<file path="src/tcse_pkg.sv">
// Package: shared types and constants for the teaching CPU step engine.
`default_nettype none
package tcse_pkg;
  localparam logic [1:0] OP_WRITE = 2'd0;
  localparam logic [1:0] OP_EXEC  = 2'd1;
  localparam logic [1:0] OP_SETPC = 2'd2;

  localparam logic [1:0] SCR_NONE  = 2'd0;
  localparam logic [1:0] SCR_WRITE = 2'd1;
  localparam logic [1:0] SCR_CLEAR = 2'd2;

  localparam logic [3:0] OPC_NOP  = 4'h0;
  localparam logic [3:0] OPC_LDM  = 4'h1;
  localparam logic [3:0] OPC_LDI  = 4'h2;
  localparam logic [3:0] OPC_ST   = 4'h3;
  localparam logic [3:0] OPC_MOV  = 4'h4;
  localparam logic [3:0] OPC_ADD  = 4'h5;
  localparam logic [3:0] OPC_FADD = 4'h6;
  localparam logic [3:0] OPC_OR   = 4'h7;
  localparam logic [3:0] OPC_AND  = 4'h8;
  localparam logic [3:0] OPC_XOR  = 4'h9;
  localparam logic [3:0] OPC_ROR  = 4'hA;
  localparam logic [3:0] OPC_JEQ  = 4'hB;

  typedef enum logic [2:0] {
    ST_IDLE, ST_FETCH_HI, ST_FETCH_LO, ST_EXEC, ST_MEM, ST_DONE
  } state_t;

  typedef struct packed {
    logic [1:0] op;
    logic [7:0] address;
    logic [7:0] data;
  } req_t;

  typedef struct packed {
    logic [7:0]  pc_after;
    logic [15:0] instruction;
    logic        halted;
    logic [1:0]  screen_action;
    logic [7:0]  screen_byte;
  } rsp_t;

  function automatic logic [12:0] fp_to_fix(input logic [7:0] b);
    logic [11:0] mag;
    begin
      mag = 12'({1'b1, b[3:0]}) << b[6:4];
      fp_to_fix = b[7] ? -{1'b0, mag} : {1'b0, mag};
    end
  endfunction

  function automatic logic [7:0] fix_to_fp(input logic [13:0] v);
    logic        sgn;
    logic [12:0] mag;
    logic [3:0]  p;
    logic        found;
    logic [12:0] sh;
    begin
      sgn = v[13];
      mag = sgn ? 13'(-v) : v[12:0];
      p = 4'd0;
      found = 1'b0;
      for (int i = 0; i < 13; i++) begin
        if (mag[i]) begin
          p = 4'(i);
          found = 1'b1;
        end
      end
      sh = mag >> (p - 4'd4);
      if (!found || p < 4'd4) fix_to_fp = 8'h00;
      else if (p > 4'd11) fix_to_fp = {sgn, 7'h7F};
      else fix_to_fp = {sgn, 3'(p - 4'd4), sh[3:0]};
    end
  endfunction
endpackage
`default_nettype wire

</file>
<file path="src/tcse_alu.sv">
// ALU: register operations and the 8-bit float adder.
`default_nettype none
module tcse_alu import tcse_pkg::*; (
  input  wire logic [3:0] opc,
  input  wire logic [7:0] rv,
  input  wire logic [7:0] sv,
  input  wire logic [7:0] tv,
  input  wire logic [2:0] rot,
  output logic [7:0]      res
);
  logic [12:0] sfix, tfix;
  logic [13:0] fsum;
  logic [15:0] rr;
  assign sfix = fp_to_fix(sv);
  assign tfix = fp_to_fix(tv);
  assign fsum = {sfix[12], sfix} + {tfix[12], tfix};
  assign rr = {rv, rv} >> rot;
  always_comb begin
    unique case (opc)
      OPC_ADD:  res = sv + tv;
      OPC_FADD: res = fix_to_fp(fsum);
      OPC_OR:   res = sv | tv;
      OPC_AND:  res = sv & tv;
      OPC_XOR:  res = sv ^ tv;
      OPC_ROR:  res = rr[7:0];
      default:  res = sv;
    endcase
  end
endmodule
`default_nettype wire

</file>
<file path="config.mk">
export PLATFORM = sky130hd
export DESIGN_NAME = tcse_alu
export DESIGN_NICKNAME = d
export VERILOG_FILES = /design/src/tcse_pkg.sv /design/src/tcse_alu.sv
export SDC_FILE = /design/constraint.sdc
export NUM_CORES = 1
export LEC_CHECK = 0
export ABC_CLOCK_PERIOD_IN_PS = 12080
export BUFFER_PORTS_ARGS = -buffer_cell sky130_fd_sc_hd__buf_4
export CAP_MARGIN = 40
export CORE_UTILIZATION = 25
export DETAILED_ROUTE_END_ITERATION = 8
export PLACE_DENSITY_LB_ADDON = 0.12
export SKIP_LAST_GASP = 1
export SLEW_MARGIN = 25
export SYNTH_ARGS = -nofsm -noshare
export SYNTH_HDL_FRONTEND = slang
export SYNTH_SLANG_ARGS = --single-unit
</file>
<file path="constraint.sdc">
create_clock -name vclk -period 12.08
set_input_delay 1.208 -clock vclk [all_inputs]
set_output_delay 1.208 -clock vclk [all_outputs]
set_load 0.05 [all_outputs]
</file>
# == Word level (Yosys, flattened, before mapping) ==
# Index checks and enable logic that the tools add are counted.
# totals
inputBits,31
regBits,0
# op_classes
addsub,6
n_eq_ne,6
magnitude_cmp,2
n_mux,33
n_bitwise,3
shifts,4
n_reduce_logical,2
# op_table
operator,count
2-to-1 mux 4 bit,12
case mux 8 bit (6 select lines),1
2-to-1 mux 13 bit,3
negation 12 -> 13 bit,2
left shift 5 x 3 -> 12 bit,2
>> shifter 16 x 3 -> 8 bit,1
2-to-1 mux 1 bit,15
adder 13 x 13 -> 14 bit,1
negation 13 bit,1
>> shifter 13 x 4 -> 4 bit,1
"== test 4 x 3 -> 1 bit, second input constant",3
"== test 4 bit, second input constant",3
adder 8 bit,1
bitwise AND 8 bit,1
2-to-1 mux 8 bit,1
OR 8 bit,1
bitwise XOR 8 bit,1
2-to-1 mux 7 bit,1
"> comparator 4 bit, second input constant",1
"less-than comparator 4 x 3 -> 1 bit, second input constant",1
"subtractor 4 x 3 -> 4 bit, second input constant",1
zero test 1 bit,1
logical OR 1 bit,1

# == Longest topological paths before layout ==
# Gate-level depths: netlist (run 1).
# depth
ltp_word,24
mapped_depth,30
mapped_depth_nobuf,27

# == Least setup slack after synthesis (run 1) ==
# No wires, ideal clock.
# synth_timing
path_type,input port to output port
from,in tv[4]
to,out res[1]
setup_slack_ps,3217
path_stages,27
arrival_time_ps,7655
n_path_buf,3
cell_sequence,clkbuf_1 -> mux2i_1 -> nor2_1 -> a21oi_1 -> o22a_1 -> inv_1 -> or4_1 -> or3_1 -> o21ai_0 -> xor2_1 -> ha_1 -> nand4_1 -> or3_1 -> nand3_1 -> a21o_1 -> buf_2 -> buf_2 -> a21oi_1 -> o22ai_1 -> a31o_2 -> inv_2 -> ha_1 -> nor3b_1 -> o311ai_4 -> inv_1 -> o22ai_1 -> a211oi_1
# synth_via
elab_chain_len,24
elab_cells_between_ends,42
classes_between,add/sub: 4; order compare: 2; shift: 2; mux: 32; reduce/logical: 2
# synth_rtl
element,line_no,source
"start, declared",tcse_alu.sv:7,"input wire logic [7:0] tv,"
left shift 5 x 3 -> 12 bit *,tcse_pkg.sv:46,"mag = 12'({1'b1, b[3:0]}) << b[6:4];"
negation 12 -> 13 bit,tcse_pkg.sv:47,"fp_to_fix = b[7] ? -{1'b0, mag} : {1'b0, mag};"
2-to-1 mux 13 bit *,tcse_pkg.sv:47,
adder 13 x 13 -> 14 bit *,tcse_alu.sv:16,"assign fsum = {sfix[12], sfix} + {tfix[12], tfix};"
negation 13 bit,tcse_pkg.sv:59,mag = sgn ? 13'(-v) : v[12:0];
2-to-1 mux 13 bit *,tcse_pkg.sv:59,
2-to-1 mux 1 bit,tcse_pkg.sv:63,if (mag[i]) begin
2-to-1 mux 4 bit / 2-to-1 mux 1 bit (equally long branches) (11 in series),tcse_pkg.sv:63,
2-to-1 mux 4 bit / 2-to-1 mux 1 bit (equally long branches),"tcse_alu.sv:19, tcse_pkg.sv:63",
subtractor 4 x 3 -> 4 bit / 2-to-1 mux 1 bit (equally long branches),--,
>> shifter 13 x 4 -> 4 bit / zero test 1 bit (equally long branches),"tcse_pkg.sv:68, tcse_pkg.sv:69",
2-to-1 mux 7 bit / logical OR 1 bit (equally long branches),"tcse_pkg.sv:70, tcse_pkg.sv:69",
2-to-1 mux 8 bit *,tcse_pkg.sv:69,if (!found || p < 4'd4) fix_to_fp = 8'h00;
case mux 8 bit (6 select lines) *,tcse_alu.sv:19,unique case (opc)
"end, declared",tcse_alu.sv:9,output logic [7:0] res
# Mark *: on every way between the ends. The rest lies on a longest branch, timed or not. The select of a mux whose other input is x is not followed.

# == Final worst setup path (run 1) ==
# layout_timing
from,in tv[4]
to,out res[0]
# The elaborated chain is that of the path after synthesis.

==> results of run 1 <==
per-stage QoR:
stage / setup WS (ns) / std cells / cell area (sq um)
after floorplan: 3.22 / 634 / 4150
final: 3.33 / 862 / 4590
after CTS: 3.09 / 861 / 4590
after global placement: 3.13 / 858 / 4570
after global routing: 2.88 / 862 / 4590
after detailed placement: 3.10 / 861 / 4590
cells in the mapped netlist, types with 6 or more instances:
master	number
a211oi_1	11
a21boi_0	6
a21o_1	10
a21oi_1	56
a31oi_1	8
and3_1	7
buf_2	6
clkbuf_1	20
ha_1	35
inv_1	39
mux2i_1	28
nand2_1	71
nand2b_1	7
nand3_1	18
nor2_1	57
nor3_1	18
o211ai_1	11
o21a_1	8
o21ai_0	41
o221ai_1	7
or3_1	7
xnor2_1	28
xor2_1	20
metal layers:
| layer | global-route usage, % | part of all wire [%] |
|---|---|---|
| met2 | 28.4 | 45 |
| met1 | 24.1 | 49 |
| met5 | 0 | 0 |
| met4 | 2.37 | 0.90 |
| met3 | 1.55 | 5.1 |
tightest hold or removal path, cell delays in order:
cell,delay [ns]
buf_4,0.16
o21a_1,0.14
buf_4,0.19
cells by family (layout without fill, tap and decap cells):
family	after synthesis	count (layout)	synth area share (%)
mux	28	28	6.75
xor+xnor	48	48	10.1
fa+ha+maj	37	37	11.5
buf+inv	72	84	7.14
compound gates	231	231	39.6
simple gates	218	218	24.9
area by class of cell:
cell class	instances	area, sq um
fillers	1830	11500
multi-input cells	562	3860
repair buffers	43	314
well taps	216	270
inverters	41	154
power by group:
| part | switching (mW) | internal, mW | total, mW |
|---|---|---|---|
| clock | 0 | 0 | 0 |
| combinational | 0.462 | 0.247 | 0.708 |
| sequential | 0 | 0 | 0 |
worst max path at each step:
stage | from | endpoint | slack (ns) | depth (start not counted)
after CTS | tv[4] | res[1] | 3.09 | 23
after floorplan | tv[4] | res[1] | 3.22 | 27
final | tv[4] | res[0] | 3.33 | 25
after global placement | tv[3] | res[1] | 3.13 | 24
after global routing | tv[3] | res[0] | 2.88 | 26
after detailed placement | tv[4] | res[1] | 3.10 | 23
==> out/results.ini, run 1 <==
[status]
status = completed

[global_routing]
grt_max_degree = 24
grt_pass1_wl_um = 23300
grt_use_total_pct = 17.0
grt-ovfl-total = 0
antenna_found_initial = 0
grt_pass1_vias = 4449

[pwr]
p_leak_nw = 1.93
p_total_mw = 0.708
peakVddDrop_uv = 48.4
powerDensity_nw_per_um2 = 154

[routing]
dr.pass1.iters = 5
num_vias = 4826
avgViaCountPerCell = 5.60
antenna_left = 0
post-route-drc-count = 0
wl_per_cell_um = 17.1
drt_iter0_markers = 336
routed_wl_um = 14700

[worst_setup_path]
cp-start-kind = input pin
cp_slowest_stage_delay_ns = 0.61
worst-endpoint-required_ns = 10.87
crit_type = input pin to primary output
crit_arrival_ns = 7.54
critPathCaptureType = primary output
cp_max_fo = 23
slowest_stage = a22oi_1
worst-path-buf-inv = 4
critPathTopFamily = compound AO/OA/AOI/OAI gates

[logic_synthesis]
ys_warn_count = 0
syn-instance-count = 634
synth_nets = 702
yosysUniqueCellTypes = 84
synthTopCellsByArea = ha_1 11%, a21oi_1 6.7%, mux2i_1 6.7%
synth_top_area_share_pct = 10.5
yosysSeqAreaShare_pct = 0
synth_top_area_cell = ha_1
synth_area_sq_um = 4150
avgSynthCellArea_sq_um = 6.55

[layout]
drive_gt1_share_pct = 10.1
nClkBuffers = 0
diodes = 0
post-route-util_pct = 28.6
area_growth_pct = 10.6
final_common_cell = nand2_1
most-common-layout-cells = 71 x nand2_1, 57 x nor2_1, 56 x a21oi_1
layout.nets = 716
register_area_sq_um = 0
seq_cells = 0

[timing]
finalSetupViolations = 0
max_freq_mhz = 114
hold_violations = 0
slew_violations = 0
finalCritPeriodShare_pct = 72.4
rsz0062_at_grt = no
fin_hold_ws_ns = 2.90
post-route-min-period_ns = 8.75
worst_slew_pin_slew_ns = 0.873
relSlewSlack_pct = 41.3
tns_ns = 0

[job]
drv_cap = 0

[die]
rows = 46
initial_utilization_pct = 25.9
io_pins = 39
core_sq_um = 16100
die_area_sq_um = 17100
die_x_um = 131
die_h_um = 131

[hold_path]
hold_start = sv[6]
holdCritPathClass = input pin to primary output
holdPathEnd = res[6]
holdPathStages = 3

[placement]
dp_hpwl_um = 12400
gp_congestion = 0.839
port_buffers = 39

[cts]
cts_setup_buffers = 0
cts_resized = 0
cts_hold_buf = 0

(Power assumes the default switching activity.)
==> run 2, diff against run 1 <==
ABC_CLOCK_PERIOD_IN_PS = 7800   (was 12080)
clock period = 7.8 ns   (was 12.08 ns; I/O delays follow)
==> out/results.ini, run 2 (synthesis results as in run 1) <==
[routing]
highest_layer = met4
wl_per_cell_um = 16.9  ; -0.90%
avgViaCountPerCell = 5.52  ; -1.5%
routed_wl_um = 15000  ; +1.6%
drt-met1-wl_um = 7440  ; +2.9%
drt_iter0_markers = 325  ; -3.3%
wl_met2_um = 6770  ; +2.4%
dr.pass1.iters = 6  ; +1
post-route-drc-count = 0  ; unchanged
antenna_left = 0  ; unchanged
num_vias = 4877  ; +1.1%
route.met3.wl_um = 652  ; -14%

[pwr]
powerDensity_nw_per_um2 = 241  ; +56%
pwr-share-comb_pct = 100.0  ; about the same
p_clk_share_pct = 0  ; unchanged
p_leak_nw = 2.05  ; +6.3%
p_int_mw = 0.428  ; +74%
pwr-share-seq_pct = 0  ; unchanged
netSwitchingPower_mw = 0.736  ; +59%
peakVddDrop_uv = 77.3  ; +60%
power_switching_share_pct = 63.2  ; -2.0 points

[die]
core_sq_um = 16100  ; unchanged
die_x_um = 131  ; unchanged
die_area_sq_um = 17100  ; unchanged
rows = 46  ; unchanged
io_pins = 39  ; unchanged
initial_utilization_pct = 25.9  ; unchanged
die_h_um = 131  ; unchanged

[layout]
layout.nets = 738  ; +3.1%
final_common_cell = nand2_1
drive_gt1_share_pct = 14.8  ; +4.8 points
register_area_sq_um = 0  ; unchanged
diodes = 0  ; unchanged
most-common-layout-cells = 71 x nand2_1, 63 x buf_4, 56 x nor2_1
area_growth_pct = 16.2
seq_cells = 0  ; unchanged
nClkBuffers = 0  ; unchanged
instances_no_fill = 884  ; +2.6%

[worst_setup_path]
crit_arrival_ns = 6.66  ; -0.88 ns
cp-start-kind = input pin
critPathCaptureType = primary output
crit_path_start = tv[4]
crit_type = input pin to primary output
cp_max_fo = 14  ; -39%
worstSetupEndpoint = res[3]
worst-endpoint-required_ns = 7.02  ; -3.85 ns

[timing]
slew_violations = 0  ; unchanged
finalSetupViolations = 0  ; unchanged
setup_ws_ns = 0.356  ; -2.97 ns
max_freq_mhz = 134
fin_hold_ws_ns = 2.05  ; -0.850 ns
tns_ns = 0  ; unchanged
finalCritPeriodShare_pct = 95.4
relSlewSlack_pct = 43.9  ; +2.6 points
worst_slew_pin_slew_ns = 0.835  ; -0.0378 ns
post-route-min-period_ns = 7.44
hold_violations = 0  ; unchanged

[placement]
gp_congestion = 0.889  ; +6.0%
pre_cts_ws_ns = 0.221  ; -2.88 ns
dp_cells = 878  ; +2.0%
port_buffers = 39  ; unchanged
dp_hpwl_um = 12600  ; +1.6%

[global_routing]
grt-ovfl-total = 0  ; unchanged
antenna_found_initial = 0  ; unchanged
grt_use_total_pct = 17.0  ; about the same
grt_pass1_vias = 4366  ; -1.9%
grt_max_degree = 20  ; -17%
grt_pass1_wl_um = 23200  ; about the same

[hold_path]
holdCritPathClass = input pin to primary output

[status]
status = completed

[cts]
cts_hold_buf = 0  ; unchanged

[job]
drv_cap = 0  ; unchanged

-- run 2: changes by cell type in the layout (fill, tap and decap cells not counted), sizes merged --
cell and delta:
buf +22
-- run 2: repair_timing --
action	in CTS	in global routing
setup endpoints to repair	0	8
gates resized for setup	0	14
setup buffers	0	4
-- run 2: worst min path at each step --
| stage | end | startpoint | slack (ns) | depth (start not counted) |
|---|---|---|---|---|
| floorplan | res[1] | sv[1] | 1.87 | 2 |
| global placement | res[6] | sv[6] | 2.04 | 3 |
| detailed placement | res[6] | sv[6] | 2.05 | 3 |
| CTS | res[6] | sv[6] | 2.05 | 3 |
| global route | res[4] | sv[4] | 2.08 | 3 |
| finish | res[4] | sv[4] | 2.05 | 3 |
-- run 2: per-stage QoR --
stage	instance area [sq um]	util [%]	power, mW
6_report	4830	30.1	1.16
5_1_grt	4830	30.1	1.26
3_3_place_gp	4730	29.4	1.12
3_5_place_dp	4730	29.4	1.12
2_1_floorplan	4160	-	0.828
4_1_cts	4730	29.4	1.13
-- run 2: final cells by class --
type                       instances  area (sq um)
timing repair buffer              65           483
fill                            1814         11200
inverter                          41           154
tap                              216           270
multi-input combinational        562          3920
-- run 2: power by group through the flow --
stage	logic (mW)	registers, mW	clock network, mW
after global placement	1.12	0	0
after floorplan	0.827	0	0
after global routing	1.26	0	0
after CTS	1.13	0	0
final	1.16	0	0
after detailed placement	1.12	0	0
-- run 2: worst max-delay path: stages --
cell,delay [ns]
buf_4,0.15
mux2i_2,0.27
nor2_1,0.06
a21oi_1,0.16
o22a_1,0.17
inv_1,0.06
or4_1,0.54
or3_1,0.38
nand2_1,0.09
xor2_1,0.08
ha_1,0.46
nand4_1,0.21
or3_1,0.46
nand3_1,0.17
a21o_1,0.16
buf_4,0.20
a21oi_1,0.06
o32a_1,0.22
nand2b_1,0.18
a31o_2,0.28
ha_1,0.36
inv_1,0.11
nor2_2,0.16
or4b_1,0.45
a31oi_1,0.18
buf_4,0.23
-- run 2: layer usage --
layer	vias up	global-route usage, %
met4	0	1.22
met2	144	28.4
met5	-	0
met1	2296	25.1
li1	2429	-
met3	8	0.692
==> run 3, diff against run 2 <==
--- a/config.mk
+++ b/config.mk
@@ -7,5 +7,6 @@
 export LEC_CHECK = 0
+export ABC_AREA = 0
 export ABC_CLOCK_PERIOD_IN_PS = 7800
 export BUFFER_PORTS_ARGS = -buffer_cell sky130_fd_sc_hd__buf_4
-export CAP_MARGIN = 40
+export CAP_MARGIN = 10
 export CORE_UTILIZATION = 25
==> constraint.sdc (replaced) <==
create_clock -name vclk -period 7.8
set_input_delay 2.34 -clock vclk [all_inputs]
set_output_delay 2.34 -clock vclk [all_outputs]
set_load 0.05 [all_outputs]
==> out/results.ini, run 3 (synthesis results as in run 1) <==
[die]
die_h_um = 131  ; unchanged
io_pins = 39  ; unchanged
initial_utilization_pct = 25.9  ; unchanged
die_x_um = 131  ; unchanged
rows = 46  ; unchanged
core_sq_um = 16100  ; unchanged
die_area_sq_um = 17100  ; unchanged

[layout]
area_growth_pct = 86.3
seq_cells = 0  ; unchanged
nClkBuffers = 0  ; unchanged
layout.nets = 996  ; +35%
drive_gt1_share_pct = 50.1  ; +35 points
most-common-layout-cells = 300 x buf_4, 67 x nand2_1, 52 x nor2_1
final_common_cell = buf_4
diodes = 0  ; unchanged
register_area_sq_um = 0  ; unchanged
post-route-util_pct = 48.2  ; +18 points
final_cell_area_sq_um = 7740  ; +60%

[worst_setup_path]
crit_path_start = tv[4]
worstSetupEndpoint = res[3]
cp-start-kind = input pin
crit_type = input pin to primary output
cp_max_fo = 7  ; -7
critPathCaptureType = primary output
worst-endpoint-required_ns = 5.46  ; -1.56 ns
crit_arrival_ns = 7.53  ; +0.87 ns

[placement]
gp_congestion = 0.865  ; -2.8%
placed_area_sq_um = 6500  ; +37%
dp_hpwl_um = 14800  ; +17%
port_buffers = 39  ; unchanged

[routing]
post-route-drc-count = 0  ; unchanged
num_vias = 5933  ; +22%
dr.pass1.iters = 5  ; -1
wl_per_cell_um = 16.0  ; -5.8%
drt_iter0_markers = 295  ; -9.2%
routed_wl_um = 18200  ; +22%
antenna_left = 0  ; unchanged
avgViaCountPerCell = 5.20  ; -5.8%

[timing]
hold_violations = 0  ; unchanged
post-route-min-period_ns = 9.87  ; +2.43 ns
worst_slew_pin_slew_ns = 0.689  ; -0.146 ns
tns_ns = -16.05  ; -16.05 ns
fin_hold_ws_ns = 5.21  ; +3.16 ns
max_freq_mhz = 101  ; -25%
setup_ws_ns = -2.07  ; -2.43 ns
slew_violations = 0  ; unchanged
relSlewSlack_pct = 54.0  ; +10 points
finalSetupViolations = 8  ; +8
rsz0062_at_grt = yes
finalCritPeriodShare_pct = 127  ; +31 points

[global_routing]
busiest_layer = met2
grt_use_total_pct = 20.9  ; +3.9 points
use_met3_pct = 0.977  ; +0.29 points
antenna_found_initial = 0  ; unchanged
grt_pass1_vias = 5862  ; +34%
grt_pass1_wl_um = 28800  ; +24%
grt-ovfl-total = 0  ; unchanged
grt_util_met1_pct = 28.0  ; +2.9 points
grt_max_degree = 20  ; unchanged
grt_util_met2_pct = 37.8  ; +9.4 points

[pwr]
p_leak_nw = 3.50  ; +71%
p_total_mw = 2.05  ; +76%
powerDensity_nw_per_um2 = 264  ; +9.7%
peakVddDrop_uv = 131  ; +70%

[status]
status = complete, but fails checks
violations = setup timing

[job]
drv_cap = 0  ; unchanged

[cts]
cts_hold_buf = 0  ; unchanged

[hold_path]
holdCritPathClass = input pin to primary output

-- run 3: cell count changes in the layout (fill, tap and decap cells not counted), sizes merged --
cell / change
buf: +259
clkbuf: -1
-- run 3: stage by stage --
step,setup WS [ns],std cells
final,-2.07,1142
after global routing,-2.29,1142
after CTS,-1.99,1125
after detailed placement,-2.80,1098
after global placement,-2.75,1098
after floorplan,-2.21,634
-- run 3: metal layers --
metal	vias to the layer above	wire [um]
li1	2951	-
met1	2834	8470
met2	128	8870
met3	20	665
met4	0	222
met5	-	0
-- run 3: area by class of cell --
type / count / area (sq um)
repair buffers: 323 / 2540
inverters: 41 / 159
fillers: 1617 / 8320
multi-input cells: 562 / 4770
well taps: 216 / 270
-- run 3: worst max-delay path, cell delays in order --
cell,delay (ns)
buf_8,0.11
mux2i_2,0.15
buf_4,0.15
or3_4,0.35
ha_1,0.24
nand3_2,0.08
nand2_1,0.07
xor2_1,0.21
ha_1,0.29
a21o_1,0.21
and2_4,0.16
or4_4,0.56
a211oi_4,0.35
buf_6,0.17
and2_4,0.16
a21oi_1,0.10
o22ai_4,0.22
buf_6,0.14
nand3_4,0.07
buf_4,0.15
ha_4,0.28
inv_1,0.06
nor2_2,0.09
or4b_4,0.48
a31oi_4,0.18
buf_6,0.17
-- run 3: report_power, final --
| group | internal, mW | switching, mW |
|---|---|---|
| Combinational | 1.02 | 1.03 |
| Sequential | 0 | 0 |
| Clock | 0 | 0 |
| Total | 1.02 | 1.03 |
-- run 3: timing repair --
| item | in CTS | in global routing |
|---|---|---|
| buffers inserted | 27 | 17 |
| setup endpoints to repair | 8 | 8 |
| pin swaps | 56 | 52 |
| gates resized for setup | 125 | 55 |
-- run 3: worst min-delay path by stage --
stage	cells after the start	end	start
CTS	4	res[4]	sv[4]
global placement	4	res[4]	sv[4]
global route	4	res[4]	sv[4]
floorplan	2	res[1]	sv[1]
finish	4	res[4]	sv[4]
detailed placement	4	res[4]	sv[4]
